==> src/button_debounce_hold_repeat_defines.svh <==
// Assertion macros shared by the button debounce RTL.
`ifndef BUTTON_DEBOUNCE_HOLD_REPEAT_DEFINES_SVH
`define BUTTON_DEBOUNCE_HOLD_REPEAT_DEFINES_SVH

`ifndef SYNTHESIS

// Check that a property holds at every clock edge outside reset.
`define BDHR_ASSERT(label, clk, rst, prop) \
   label: assert property (@(posedge clk) disable iff (rst) prop) \
      else $error("bdhr assertion failed");

// Check that a condition never occurs outside reset.
`define BDHR_ASSERT_NEVER(label, clk, rst, cond) \
   label: assert property (@(posedge clk) disable iff (rst) !(cond)) \
      else $error("bdhr forbidden condition seen");

`else

`define BDHR_ASSERT(label, clk, rst, prop)

`define BDHR_ASSERT_NEVER(label, clk, rst, cond)

`endif

`endif

==> src/bdhr_pkg.sv <==
// Shared types and constants of the button debounce, hold and repeat block.
package bdhr_pkg;

   localparam int BUTTONS = 5;
   localparam int TIME_W  = 32;
   localparam int CFG_W   = 16;
   localparam int ADDR_W  = 4;
   localparam int DATA_W  = 32;

   localparam logic [CFG_W-1:0] DEBOUNCE_RESET     = 16'd30;
   localparam logic [CFG_W-1:0] LONG_PRESS_RESET   = 16'd1000;
   localparam logic [CFG_W-1:0] REPEAT_DELAY_RESET = 16'd500;
   localparam logic [CFG_W-1:0] REPEAT_PERIOD_RESET = 16'd100;

   typedef enum logic [1:0] {
      REG_DEBOUNCE_TIME   = 2'd0,
      REG_LONG_PRESS_TIME = 2'd1,
      REG_REPEAT_DELAY    = 2'd2,
      REG_REPEAT_PERIOD   = 2'd3
   } reg_index_type;

   typedef struct packed {
      logic [BUTTONS-1:0] pin_levels;
      logic [TIME_W-1:0]  now_ms;
   } req_type;

   typedef struct packed {
      logic [BUTTONS-1:0] pressed_mask;
      logic [BUTTONS-1:0] press_edge_mask;
      logic [BUTTONS-1:0] release_edge_mask;
      logic [BUTTONS-1:0] held_mask;
      logic [BUTTONS-1:0] repeat_mask;
   } rsp_type;

   typedef struct packed {
      logic [CFG_W-1:0] debounce_time;
      logic [CFG_W-1:0] long_press_time;
      logic [CFG_W-1:0] repeat_delay;
      logic [CFG_W-1:0] repeat_period;
   } cfg_type;

   typedef struct packed {
      logic pressed;
      logic press_edge;
      logic release_edge;
      logic held;
      logic repeat_fire;
   } btn_flags_type;

endpackage

==> src/bdhr_csr.sv <==
// Configuration register file behind the APB-style port.
module bdhr_csr (
   input  logic                         clock,
   input  logic                         reset,
   input  logic                         psel,
   input  logic                         penable,
   input  logic                         pwrite,
   input  logic [bdhr_pkg::ADDR_W-1:0]  paddr,
   input  logic [bdhr_pkg::DATA_W-1:0]  pwdata,
   output logic [bdhr_pkg::DATA_W-1:0]  prdata,
   output logic                         pready,
   output bdhr_pkg::cfg_type            cfg
);
   import bdhr_pkg::*;

   cfg_type       cfg_ff;
   cfg_type       cfg_in;
   reg_index_type reg_index;
   logic          wr_en;
   logic [CFG_W-1:0] rd_value;

   assign pready    = 1'b1;
   assign reg_index = reg_index_type'(paddr[3:2]);
   assign wr_en     = psel & penable & pwrite & pready;

   always_comb begin
      cfg_in = cfg_ff;
      if (wr_en) begin
         unique case (reg_index)
            REG_DEBOUNCE_TIME:   cfg_in.debounce_time   = pwdata[CFG_W-1:0];
            REG_LONG_PRESS_TIME: cfg_in.long_press_time = pwdata[CFG_W-1:0];
            REG_REPEAT_DELAY:    cfg_in.repeat_delay    = pwdata[CFG_W-1:0];
            REG_REPEAT_PERIOD:   cfg_in.repeat_period   = pwdata[CFG_W-1:0];
            default:             cfg_in = cfg_ff;
         endcase
      end
   end

   always_comb begin
      unique case (reg_index)
         REG_DEBOUNCE_TIME:   rd_value = cfg_ff.debounce_time;
         REG_LONG_PRESS_TIME: rd_value = cfg_ff.long_press_time;
         REG_REPEAT_DELAY:    rd_value = cfg_ff.repeat_delay;
         REG_REPEAT_PERIOD:   rd_value = cfg_ff.repeat_period;
         default:             rd_value = '0;
      endcase
   end

   assign prdata = {{(DATA_W-CFG_W){1'b0}}, rd_value};
   assign cfg    = cfg_ff;

   always_ff @(posedge clock) begin
      if (reset) begin
         cfg_ff.debounce_time   <= DEBOUNCE_RESET;
         cfg_ff.long_press_time <= LONG_PRESS_RESET;
         cfg_ff.repeat_delay    <= REPEAT_DELAY_RESET;
         cfg_ff.repeat_period   <= REPEAT_PERIOD_RESET;
      end else begin
         cfg_ff <= cfg_in;
      end
   end

endmodule

==> src/bdhr_button.sv <==
// Per-button debounce, edge, long-press and auto-repeat logic.
module bdhr_button (
   input  logic                         clock,
   input  logic                         reset,
   input  logic                         enable,
   input  logic                         raw_pressed,
   input  logic [bdhr_pkg::TIME_W-1:0]  now_ms,
   input  bdhr_pkg::cfg_type            cfg,
   output bdhr_pkg::btn_flags_type      flags
);
   import bdhr_pkg::*;

   logic              raw_seen_ff, raw_seen_in;
   logic              stable_ff, stable_in;
   logic              repeating_ff, repeating_in;
   logic [TIME_W-1:0] change_time_ff, change_time_in;
   logic [TIME_W-1:0] press_time_ff, press_time_in;
   logic [TIME_W-1:0] repeat_time_ff, repeat_time_in;

   logic              raw_change;
   logic [TIME_W-1:0] settle_elapsed;
   logic [TIME_W-1:0] held_elapsed;
   logic [TIME_W-1:0] repeat_elapsed;
   logic              press_edge, release_edge;
   logic              rep_active;
   logic              fire_first, fire_next;

   // A restarted timer or a fresh press always reads zero elapsed time, so
   // every compare works from the old state in parallel.
   assign raw_change     = raw_pressed != raw_seen_ff;
   assign raw_seen_in    = raw_pressed;
   assign change_time_in = raw_change ? now_ms : change_time_ff;
   assign settle_elapsed = raw_change ? '0 : now_ms - change_time_ff;
   assign stable_in      = (settle_elapsed >= TIME_W'(cfg.debounce_time)) ?
                           raw_pressed : stable_ff;

   assign press_edge   = stable_in & ~stable_ff;
   assign release_edge = ~stable_in & stable_ff;

   assign held_elapsed   = press_edge ? '0 : now_ms - press_time_ff;
   assign repeat_elapsed = press_edge ? '0 : now_ms - repeat_time_ff;
   assign rep_active     = (press_edge | release_edge) ? 1'b0 : repeating_ff;

   assign fire_first = stable_in & ~rep_active &
                       (held_elapsed >= TIME_W'(cfg.repeat_delay));
   assign fire_next  = stable_in & rep_active &
                       (repeat_elapsed >= TIME_W'(cfg.repeat_period));

   assign repeating_in   = fire_first | rep_active;
   assign press_time_in  = press_edge ? now_ms : press_time_ff;
   assign repeat_time_in = (press_edge | fire_first | fire_next) ? now_ms : repeat_time_ff;

   assign flags.pressed      = stable_in;
   assign flags.press_edge   = press_edge;
   assign flags.release_edge = release_edge;
   assign flags.held         = stable_in & (held_elapsed >= TIME_W'(cfg.long_press_time));
   assign flags.repeat_fire  = fire_first | fire_next;

   always_ff @(posedge clock) begin
      if (reset) begin
         raw_seen_ff    <= 1'b0;
         stable_ff      <= 1'b0;
         repeating_ff   <= 1'b0;
         change_time_ff <= '0;
         press_time_ff  <= '0;
         repeat_time_ff <= '0;
      end else if (enable) begin
         raw_seen_ff    <= raw_seen_in;
         stable_ff      <= stable_in;
         repeating_ff   <= repeating_in;
         change_time_ff <= change_time_in;
         press_time_ff  <= press_time_in;
         repeat_time_ff <= repeat_time_in;
      end
   end

endmodule

==> src/button_debounce_hold_repeat.sv <==
// Top level of the five-button debouncer with long press and auto repeat.
//
//  channel | direction | handshake            | payload
//  --------+-----------+----------------------+-------------------------------
//  req     | in        | req_valid/req_ready  | req_item: pin_levels, now_ms
//  rsp     | out       | rsp_valid/rsp_ready  | rsp_item: five button masks
//  csr     | in/out    | psel/penable/pready  | four 16-bit timing registers
//
//  One update per cycle while results are taken: a transfer lands in the input
//  register, is worked combinationally by the per-button logic and lands in
//  the result register.
//  The result register is the only stall point: while it holds an untaken
//  result, the input register holds its item and req_ready drops once full.
//  Reset is synchronous; it restores register defaults and clears all
//  button state to not pressed with zero timestamps.
module button_debounce_hold_repeat (
   input  logic                         clock,
   input  logic                         reset,
   input  logic                         req_valid,
   output logic                         req_ready,
   input  bdhr_pkg::req_type            req_item,
   output logic                         rsp_valid,
   input  logic                         rsp_ready,
   output bdhr_pkg::rsp_type            rsp_item,
   input  logic                         psel,
   input  logic                         penable,
   input  logic                         pwrite,
   input  logic [bdhr_pkg::ADDR_W-1:0]  paddr,
   input  logic [bdhr_pkg::DATA_W-1:0]  pwdata,
   output logic [bdhr_pkg::DATA_W-1:0]  prdata,
   output logic                         pready
);
   import bdhr_pkg::*;
`include "button_debounce_hold_repeat_defines.svh"

   cfg_type       cfg;
   req_type       in_ff;
   logic          in_valid_ff;
   rsp_type       rsp_ff, rsp_in;
   logic          rsp_valid_ff;
   logic          advance;
   btn_flags_type flags [BUTTONS];

   // Advance the input item whenever the result register is empty or drains.
   assign advance   = in_valid_ff & (~rsp_valid_ff | rsp_ready);
   assign req_ready = ~in_valid_ff | advance;

   bdhr_csr u_csr (
      .clock   (clock),
      .reset   (reset),
      .psel    (psel),
      .penable (penable),
      .pwrite  (pwrite),
      .paddr   (paddr),
      .pwdata  (pwdata),
      .prdata  (prdata),
      .pready  (pready),
      .cfg     (cfg)
   );

   // One lane per button; pins are active low.
   for (genvar i = 0; i < BUTTONS; i++) begin : g_button
      bdhr_button u_button (
         .clock       (clock),
         .reset       (reset),
         .enable      (advance),
         .raw_pressed (~in_ff.pin_levels[i]),
         .now_ms      (in_ff.now_ms),
         .cfg         (cfg),
         .flags       (flags[i])
      );

      assign rsp_in.pressed_mask[i]      = flags[i].pressed;
      assign rsp_in.press_edge_mask[i]   = flags[i].press_edge;
      assign rsp_in.release_edge_mask[i] = flags[i].release_edge;
      assign rsp_in.held_mask[i]         = flags[i].held;
      assign rsp_in.repeat_mask[i]       = flags[i].repeat_fire;
   end

   // Capture a new item on transfer; hold the payload otherwise.
   always_ff @(posedge clock) begin
      if (reset) begin
         in_valid_ff  <= 1'b0;
         rsp_valid_ff <= 1'b0;
      end else begin
         if (req_ready) begin
            in_valid_ff <= req_valid;
         end
         if (advance) begin
            rsp_valid_ff <= 1'b1;
         end else if (rsp_ready) begin
            rsp_valid_ff <= 1'b0;
         end
      end
   end

   always_ff @(posedge clock) begin
      if (req_ready & req_valid) begin
         in_ff <= req_item;
      end
      if (advance) begin
         rsp_ff <= rsp_in;
      end
   end

   assign rsp_valid = rsp_valid_ff;
   assign rsp_item  = rsp_ff;

   `BDHR_ASSERT(a_stall_only_when_full, clock, reset, !req_ready |-> in_valid_ff)
   `BDHR_ASSERT(a_advance_loads_result, clock, reset, advance |=> rsp_valid_ff)
   `BDHR_ASSERT_NEVER(a_edges_disjoint, clock, reset, rsp_valid_ff && ((rsp_ff.press_edge_mask & rsp_ff.release_edge_mask) != '0))
   `BDHR_ASSERT_NEVER(a_press_edge_pressed, clock, reset, rsp_valid_ff && ((rsp_ff.press_edge_mask & ~rsp_ff.pressed_mask) != '0))
   `BDHR_ASSERT_NEVER(a_release_edge_released, clock, reset, rsp_valid_ff && ((rsp_ff.release_edge_mask & rsp_ff.pressed_mask) != '0))
   `BDHR_ASSERT_NEVER(a_hold_repeat_pressed, clock, reset, rsp_valid_ff && (((rsp_ff.held_mask | rsp_ff.repeat_mask) & ~rsp_ff.pressed_mask) != '0))

endmodule

==> config.mk <==
export PLATFORM = sky130hd
export DESIGN_NAME = button_debounce_hold_repeat
export DESIGN_NICKNAME = d
export VERILOG_FILES = /design/src/bdhr_pkg.sv /design/src/bdhr_csr.sv /design/src/bdhr_button.sv /design/src/button_debounce_hold_repeat.sv
export VERILOG_INCLUDE_DIRS = /design/src /design/src/src
export SDC_FILE = /design/constraint.sdc
export NUM_CORES = 2
export LEC_CHECK = 0
export BUFFER_PORTS_ARGS = -buffer_cell sky130_fd_sc_hd__buf_4
export CORE_MARGIN = 3
export CORE_UTILIZATION = 38
export CTS_CLUSTER_SIZE = 10
export DETAILED_ROUTE_END_ITERATION = 12
export PLACE_DENSITY_LB_ADDON = 0.05
export SETUP_SLACK_MARGIN = 0.5
export SYNTH_ARGS = -nofsm -noshare
export SYNTH_HDL_FRONTEND = slang
export SYNTH_HIERARCHICAL = 1
export SYNTH_SLANG_ARGS = --single-unit
==> constraint.sdc <==
create_clock -name clock -period 11.8 [get_ports clock]
set_clock_uncertainty 0.15 [all_clocks]
set_input_delay 1.18 -clock clock [delete_from_list [all_inputs] [get_ports clock]]
set_output_delay 1.18 -clock clock [all_outputs]
set_load 0.03 [all_outputs]
=== After elaboration in Yosys (flattened, before gate mapping) ===
Index checks and enable logic that the tools add are counted.

* Register bits: 623
* Input bits: 80
* Logic and storage cells: 223

* Add/subtract/negate cells: 15
* Order comparisons: 20
* Eq/ne operators: 8
* Multiplexer cells: 28
* Bitwise logic cells: 88
* Reduce and logical (&&, ||, !) cells: 21

{| class="wikitable"
|+ Operators with widths
! cell !! number
|-
| $ge 32x16->1 || 20
|-
| $mux 32 || 15
|-
| $sub 32x32->32 || 15
|-
| $pmux 16 s4 || 1
|-
| $and 1x1->1 || 39
|-
| $reduce_and 2->1 || 19
|-
| $or 1x1->1 || 27
|-
| $not 1->1 || 22
|-
| $mux 1 || 12
|-
| $ne 1x1->1 || 5
|-
| $eq 2x2->1 const B || 2
|-
| $eq 2x1->1 const B || 1
|-
| $logic_not 2->1 || 1
|-
| $reduce_bool 2->1 || 1
|}

=== Longest topological paths before layout ===
* Depth in word-level cells: 15
* Mapped depth: 38
* Depth with buffers taken out: 36

=== Hierarchy ===
The synthesis kept the hierarchy.

{| class="wikitable"
|+ Modules (own cells, without submodules)
! module !! times used !! cells each !! area each (µm²)
|-
| bdhr_button (g_button[0].u_button ...) || 3 || 1738 || 12030.3
|-
| bdhr_button (g_button[1].u_button) || 1 || 1653 || 11773.8
|-
| bdhr_button (g_button[4].u_button) || 1 || 1685 || 11741.3
|-
| bdhr_csr || 1 || 293 || 3126.7
|-
| button_debounce_hold_repeat || 1 || 77 || 1984.4
|}

=== Least setup slack after synthesis ===
Ideal clock, no wire load.

* Kind: register -> register
* From: reg in_ff[1] in the netlist's numbering
* To: reg g_button[1].u_button.repeat_time_ff[1]
* Setup time: 0.073 ns
* Arrival time: 8.342 ns
* Data required time: 11.577 ns
* Path slack: 3.235 ns
* Stages on the path, launching flop included: 35
* Clock period less this slack: 8.565 ns
* Cells stage by stage: edfxtp_1 > inv_1 > fa_1 > nand2b_1 > a21o_4 > a21oi_1 > nor2_1 > o21ai_0 > xnor2_1 > nor2_1 > ha_1 > a21o_1 > a221oi_1 > o21ai_0 > a2111o_1 > nor4_1 > a32oi_1 > mux2_4 > ha_1 > clkbuf_1 > clkbuf_1 > or2_2 > ha_1 > nor3b_1 > o21ai_0 > a21oi_1 > o311ai_1 > or2_0 > a2111o_1 > a2111oi_0 > and4_1 > nand4_1 > a41oi_4 > buf_8 > mux2i_1

{| class="wikitable"
|+ RTL lines
! what !! RTL line !! source
|-
| start: declaration || button_debounce_hold_repeat.sv:37 || <nowiki>req_type in_ff;</nowiki>
|-
| start signal: assignment || button_debounce_hold_repeat.sv:99 || <nowiki>in_ff <= req_item;</nowiki>
|-
| $sub 32x32->32 (*) || bdhr_button.sv:33 || <nowiki>assign settle_elapsed = raw_change ? '0 : now_ms - change_time_ff;</nowiki>
|-
| $mux 32 (*) || bdhr_button.sv:33 ||
|-
| $ge 32x16->1 (*) || bdhr_button.sv:34 || <nowiki>assign stable_in = (settle_elapsed >= TIME_W'(cfg.debounce_time)) ?</nowiki>
|-
| $mux 1 (*) || bdhr_button.sv:34 ||
|-
| named net g_button[1].u_button.stable_in || bdhr_button.sv:14 || <nowiki>logic stable_ff, stable_in;</nowiki>
|-
| $and 1x1->1 (*) || bdhr_button.sv:37 || <nowiki>assign press_edge = stable_in & ~stable_ff;</nowiki>
|-
| named net g_button[1].u_button.press_edge || bdhr_button.sv:24 || <nowiki>logic press_edge, release_edge;</nowiki>
|-
| parallel branches: the longest is 6 deep, another holds $ge 32x16->1 || -- ||
|-
| $or 1x1->1 (*) || bdhr_button.sv:51 || <nowiki>assign repeat_time_in = (press_edge | fire_first | fire_next) ? now_ms : repeat_time_ff;</nowiki>
|-
| $reduce_and 2->1 (no source line) (*) || -- ||
|-
| end signal: assignment || bdhr_button.sv:73 || <nowiki>repeat_time_ff <= repeat_time_in;</nowiki>
|-
| end: declaration || bdhr_button.sv:18 || <nowiki>logic [TIME_W-1:0] repeat_time_ff, repeat_time_in;</nowiki>
|}

Mark *: on every way through the listed nets, which the timed path passes.
A chain may end at the register's enable or synchronous reset.

==> flow_summary.json <==
{
  "status": "finished, final reports clean",
  "hold_path_class": "reg -> reg",
  "slew_viol_final": 0,
  "path_clk_slew_ps": 60,
  "yosys_warnings": 6,
  "cp.depth": 37,
  "path_class": "reg -> reg",
  "postCtsSetupBuffers": 0,
  "netlist.top_cell.by_area": "dfxtp_1",
  "syn_to_final_growth_pct": 8.70,
  "power_mw": 8.68,
  "die_w_um": 419,
  "track_usage_pct": 28.1,
  "first_global_vias": 59308,
  "postSynth.asyncResetShare_pct": 0,
  "wl_per_cell_um": 22.9,
  "layout_common_cells": "nand2_1 (1231), a21oi_1 (972), inv_1 (892), ha_1 (785), nor2_1 (670)",
  "die-area_mm2": 0.175,
  "synth.distinct_cells": 124,
  "setup_viol_count_final": 0,
  "rows": 150,
  "htreeDepth": 3,
  "cpMostUsedCell": "ha_1",
  "final_area_mm2": 0.0703,
  "slew_headroom_pct": 11.3,
  "ctsHoldBuffers": 0,
  "ys_seq_area_share_pct": 20.2,
  "start_util_pct": 38.5,
  "path_buf_inv": 5,
  "drt_iter0_markers": 4964,
  "fin_hold_ws_ps": 301,
  "ant_nets": 0,
  "nFillCells": 17683,
  "fin_tns_setup_ps": 0,
  "critPathMaxStageDelay_ps": 750,
  "rsz0062_at_grt": "no",
  "routed_wl_um": 254000,
  "netlist_instances": 8922,
  "die_h_um": 419,
  "max-cap-violations": 0,
  "pre_cts_ws_ps": 1840,
  "synthFlopType": "dfxtp_1",
  "fin_crit_ps": 10190,
  "max_freq_mhz": 98.2,
  "synthTopCellsByArea": "dfxtp_1 (17%), ha_1 (15%), a21oi_1 (7.5%)",
  "coreArea_mm2": 0.168,
  "p_leak_nw": 27.6,
  "ir_worst_vdd_mv": 0.117,
  "cts.repair.resized": 0,
  "holdPathStages": 2,
  "fin_cells": 11098,
  "avgViaCountPerCell": 5.69,
  "grt_pass1_wl_um": 379000,
  "utilization_pct": 41.8,
  "synth.avg_cell_area_um2": 7.25,
  "clock-sinks": 623,
  "grt_max_degree": 218,
  "cp_slowest_cell": "edfxtp_1",
  "critical_path_required_ps": 12220,
  "ff2ff_path_depth": 37,
  "drt_pass1_iterations": 5,
  "route.detailed.drc": 0,
  "place_area_mm2": 0.0674,
  "synth-edff-count": 62,
  "hold_violations": 0,
  "cp.arrival_ps": 10610,
  "synth_seq_cells": 623,
  "layout_commonest_cell": "nand2_1",
  "grt_overflow": 0,
  "insertion_delay_ps": 720,
  "nets": 9704,
  "route.vias.total": 63198,
  "port_buffers": 104,
  "synth_top_area_share_pct": 17.4,
  "tightest_slew_ps": 1300,
  "post-dp-hpwl_um": 191000,
  "drive_above_1_share_pct": 6.17,
  "cts_tree": "done",
  "cts_buffer_depth": 3,
  "place_inst": 10940,
  "gp_congestion": 0.949,
  "antenna_found_initial": 12,
  "ctsRootBufferMaster": "clkbuf_16",
  "cp_max_fo": 33,
  "cp-start-kind": "flip-flop",
  "path_delay_family": "compound AO/OA/AOI/OAI gates",
  "fin_crit_sh_pct": 86.3,
  "cp-end-kind": "flip-flop",
  "synth_area_mm2": 0.0647,
  "numCtsBuffers": 86,
  "power.density_mw_per_mm2": 123,
  "ios": 140,
  "fin_ws_ps": 1610
}
cell usage after synthesis, types with 50 or more instances:
| master | number |
|---|---|
| o21ai_0 | 391 |
| dfxtp_1 | 561 |
| nand2_1 | 1231 |
| o21a_1 | 123 |
| mux2i_1 | 257 |
| o21bai_1 | 50 |
| buf_2 | 54 |
| a211oi_1 | 90 |
| nand4_1 | 194 |
| nand2b_1 | 381 |
| ha_1 | 785 |
| o21ai_1 | 71 |
| xnor2_1 | 131 |
| nor2_1 | 674 |
| nor3_1 | 106 |
| a21o_1 | 145 |
| o211ai_1 | 80 |
| a31oi_1 | 56 |
| inv_1 | 892 |
| clkbuf_1 | 320 |
| nand3_1 | 114 |
| xor2_1 | 150 |
| a21oi_1 | 972 |
| edfxtp_1 | 62 |
| nor2b_1 | 84 |
tightest hold or removal path, stage by stage, from the launching register on:
cell and delay, ps:
dfxtp_1 300, nand2_1 50, a21oi_1 50
final cells by class:
cell class	instances	area [um^2]	area share, %
antenna	3	7.51	0.0107
multi-input combinational	6972	46300	65.8
tap	2204	2760	3.92
clock inverter	22	300	0.427
sequential	623	13100	18.6
inverter	893	3350	4.76
clock buffer	133	2620	3.72
timing repair buffer	248	1960	2.78
layer usage:
| metal | vias to the layer above | wire (um) | global-route usage, % |
|---|---|---|---|
| li1 | 31110 | - | - |
| met1 | 30264 | 116000 | 37.3 |
| met2 | 1470 | 117000 | 46.9 |
| met3 | 354 | 9930 | 2.79 |
| met4 | 0 | 10800 | 10.6 |
| met5 | - | 0 | 0 |
report_power, final:
group	leakage [nW]	switching (mW)	total, mW	internal (mW)
Combinational	21.0	2.26	3.58	1.32
Clock	1.43	1.09	2.75	1.65
Sequential	5.15	0.0862	2.35	2.27
Total	27.6	3.44	8.68	5.24
sequential cells by signal, summed over array words and instances (netlist names):
name and flops:
g_button.u_button/raw_seen_ff 5, g_button.u_button/repeating_ff 5, u_csr/cfg 64, rsp_valid 1, g_button.u_button/change_time_ff 160, in_ff 37, g_button.u_button/stable_ff 5, g_button.u_button/press_time_ff 160
in_valid_ff 1, rsp_item 25, g_button.u_button/repeat_time_ff 160
path summary, 6_finish.rpt:
check                                                       from  slack [ps]                                                   end
max                                           in_ff[1]$_DFFE_PP_        1610  g_button[3].u_button/repeat_time_ff[19]$_SDFFE_PP0P_
min          g_button[4].u_button/press_time_ff[13]$_SDFFE_PP0P_         300   g_button[4].u_button/press_time_ff[13]$_SDFFE_PP0P_
max reg2reg                                   in_ff[1]$_DFFE_PP_        1610  g_button[3].u_button/repeat_time_ff[19]$_SDFFE_PP0P_
min reg2reg  g_button[4].u_button/press_time_ff[13]$_SDFFE_PP0P_         300   g_button[4].u_button/press_time_ff[13]$_SDFFE_PP0P_
cell families after synthesis:
logic type	Yosys count	synth area share, %
buffers and inverters	1342	8.42
DFF	623	20.2
xor gates and xnor gates	281	3.80
AOI/OAI and AO/OA	2449	23.9
other	2	0.0116
and+or+nand+nor	3131	23.0
adders and majority gates	805	15.7
muxes	289	4.87
No activity file was read; power rests on OpenSTA's default activity.
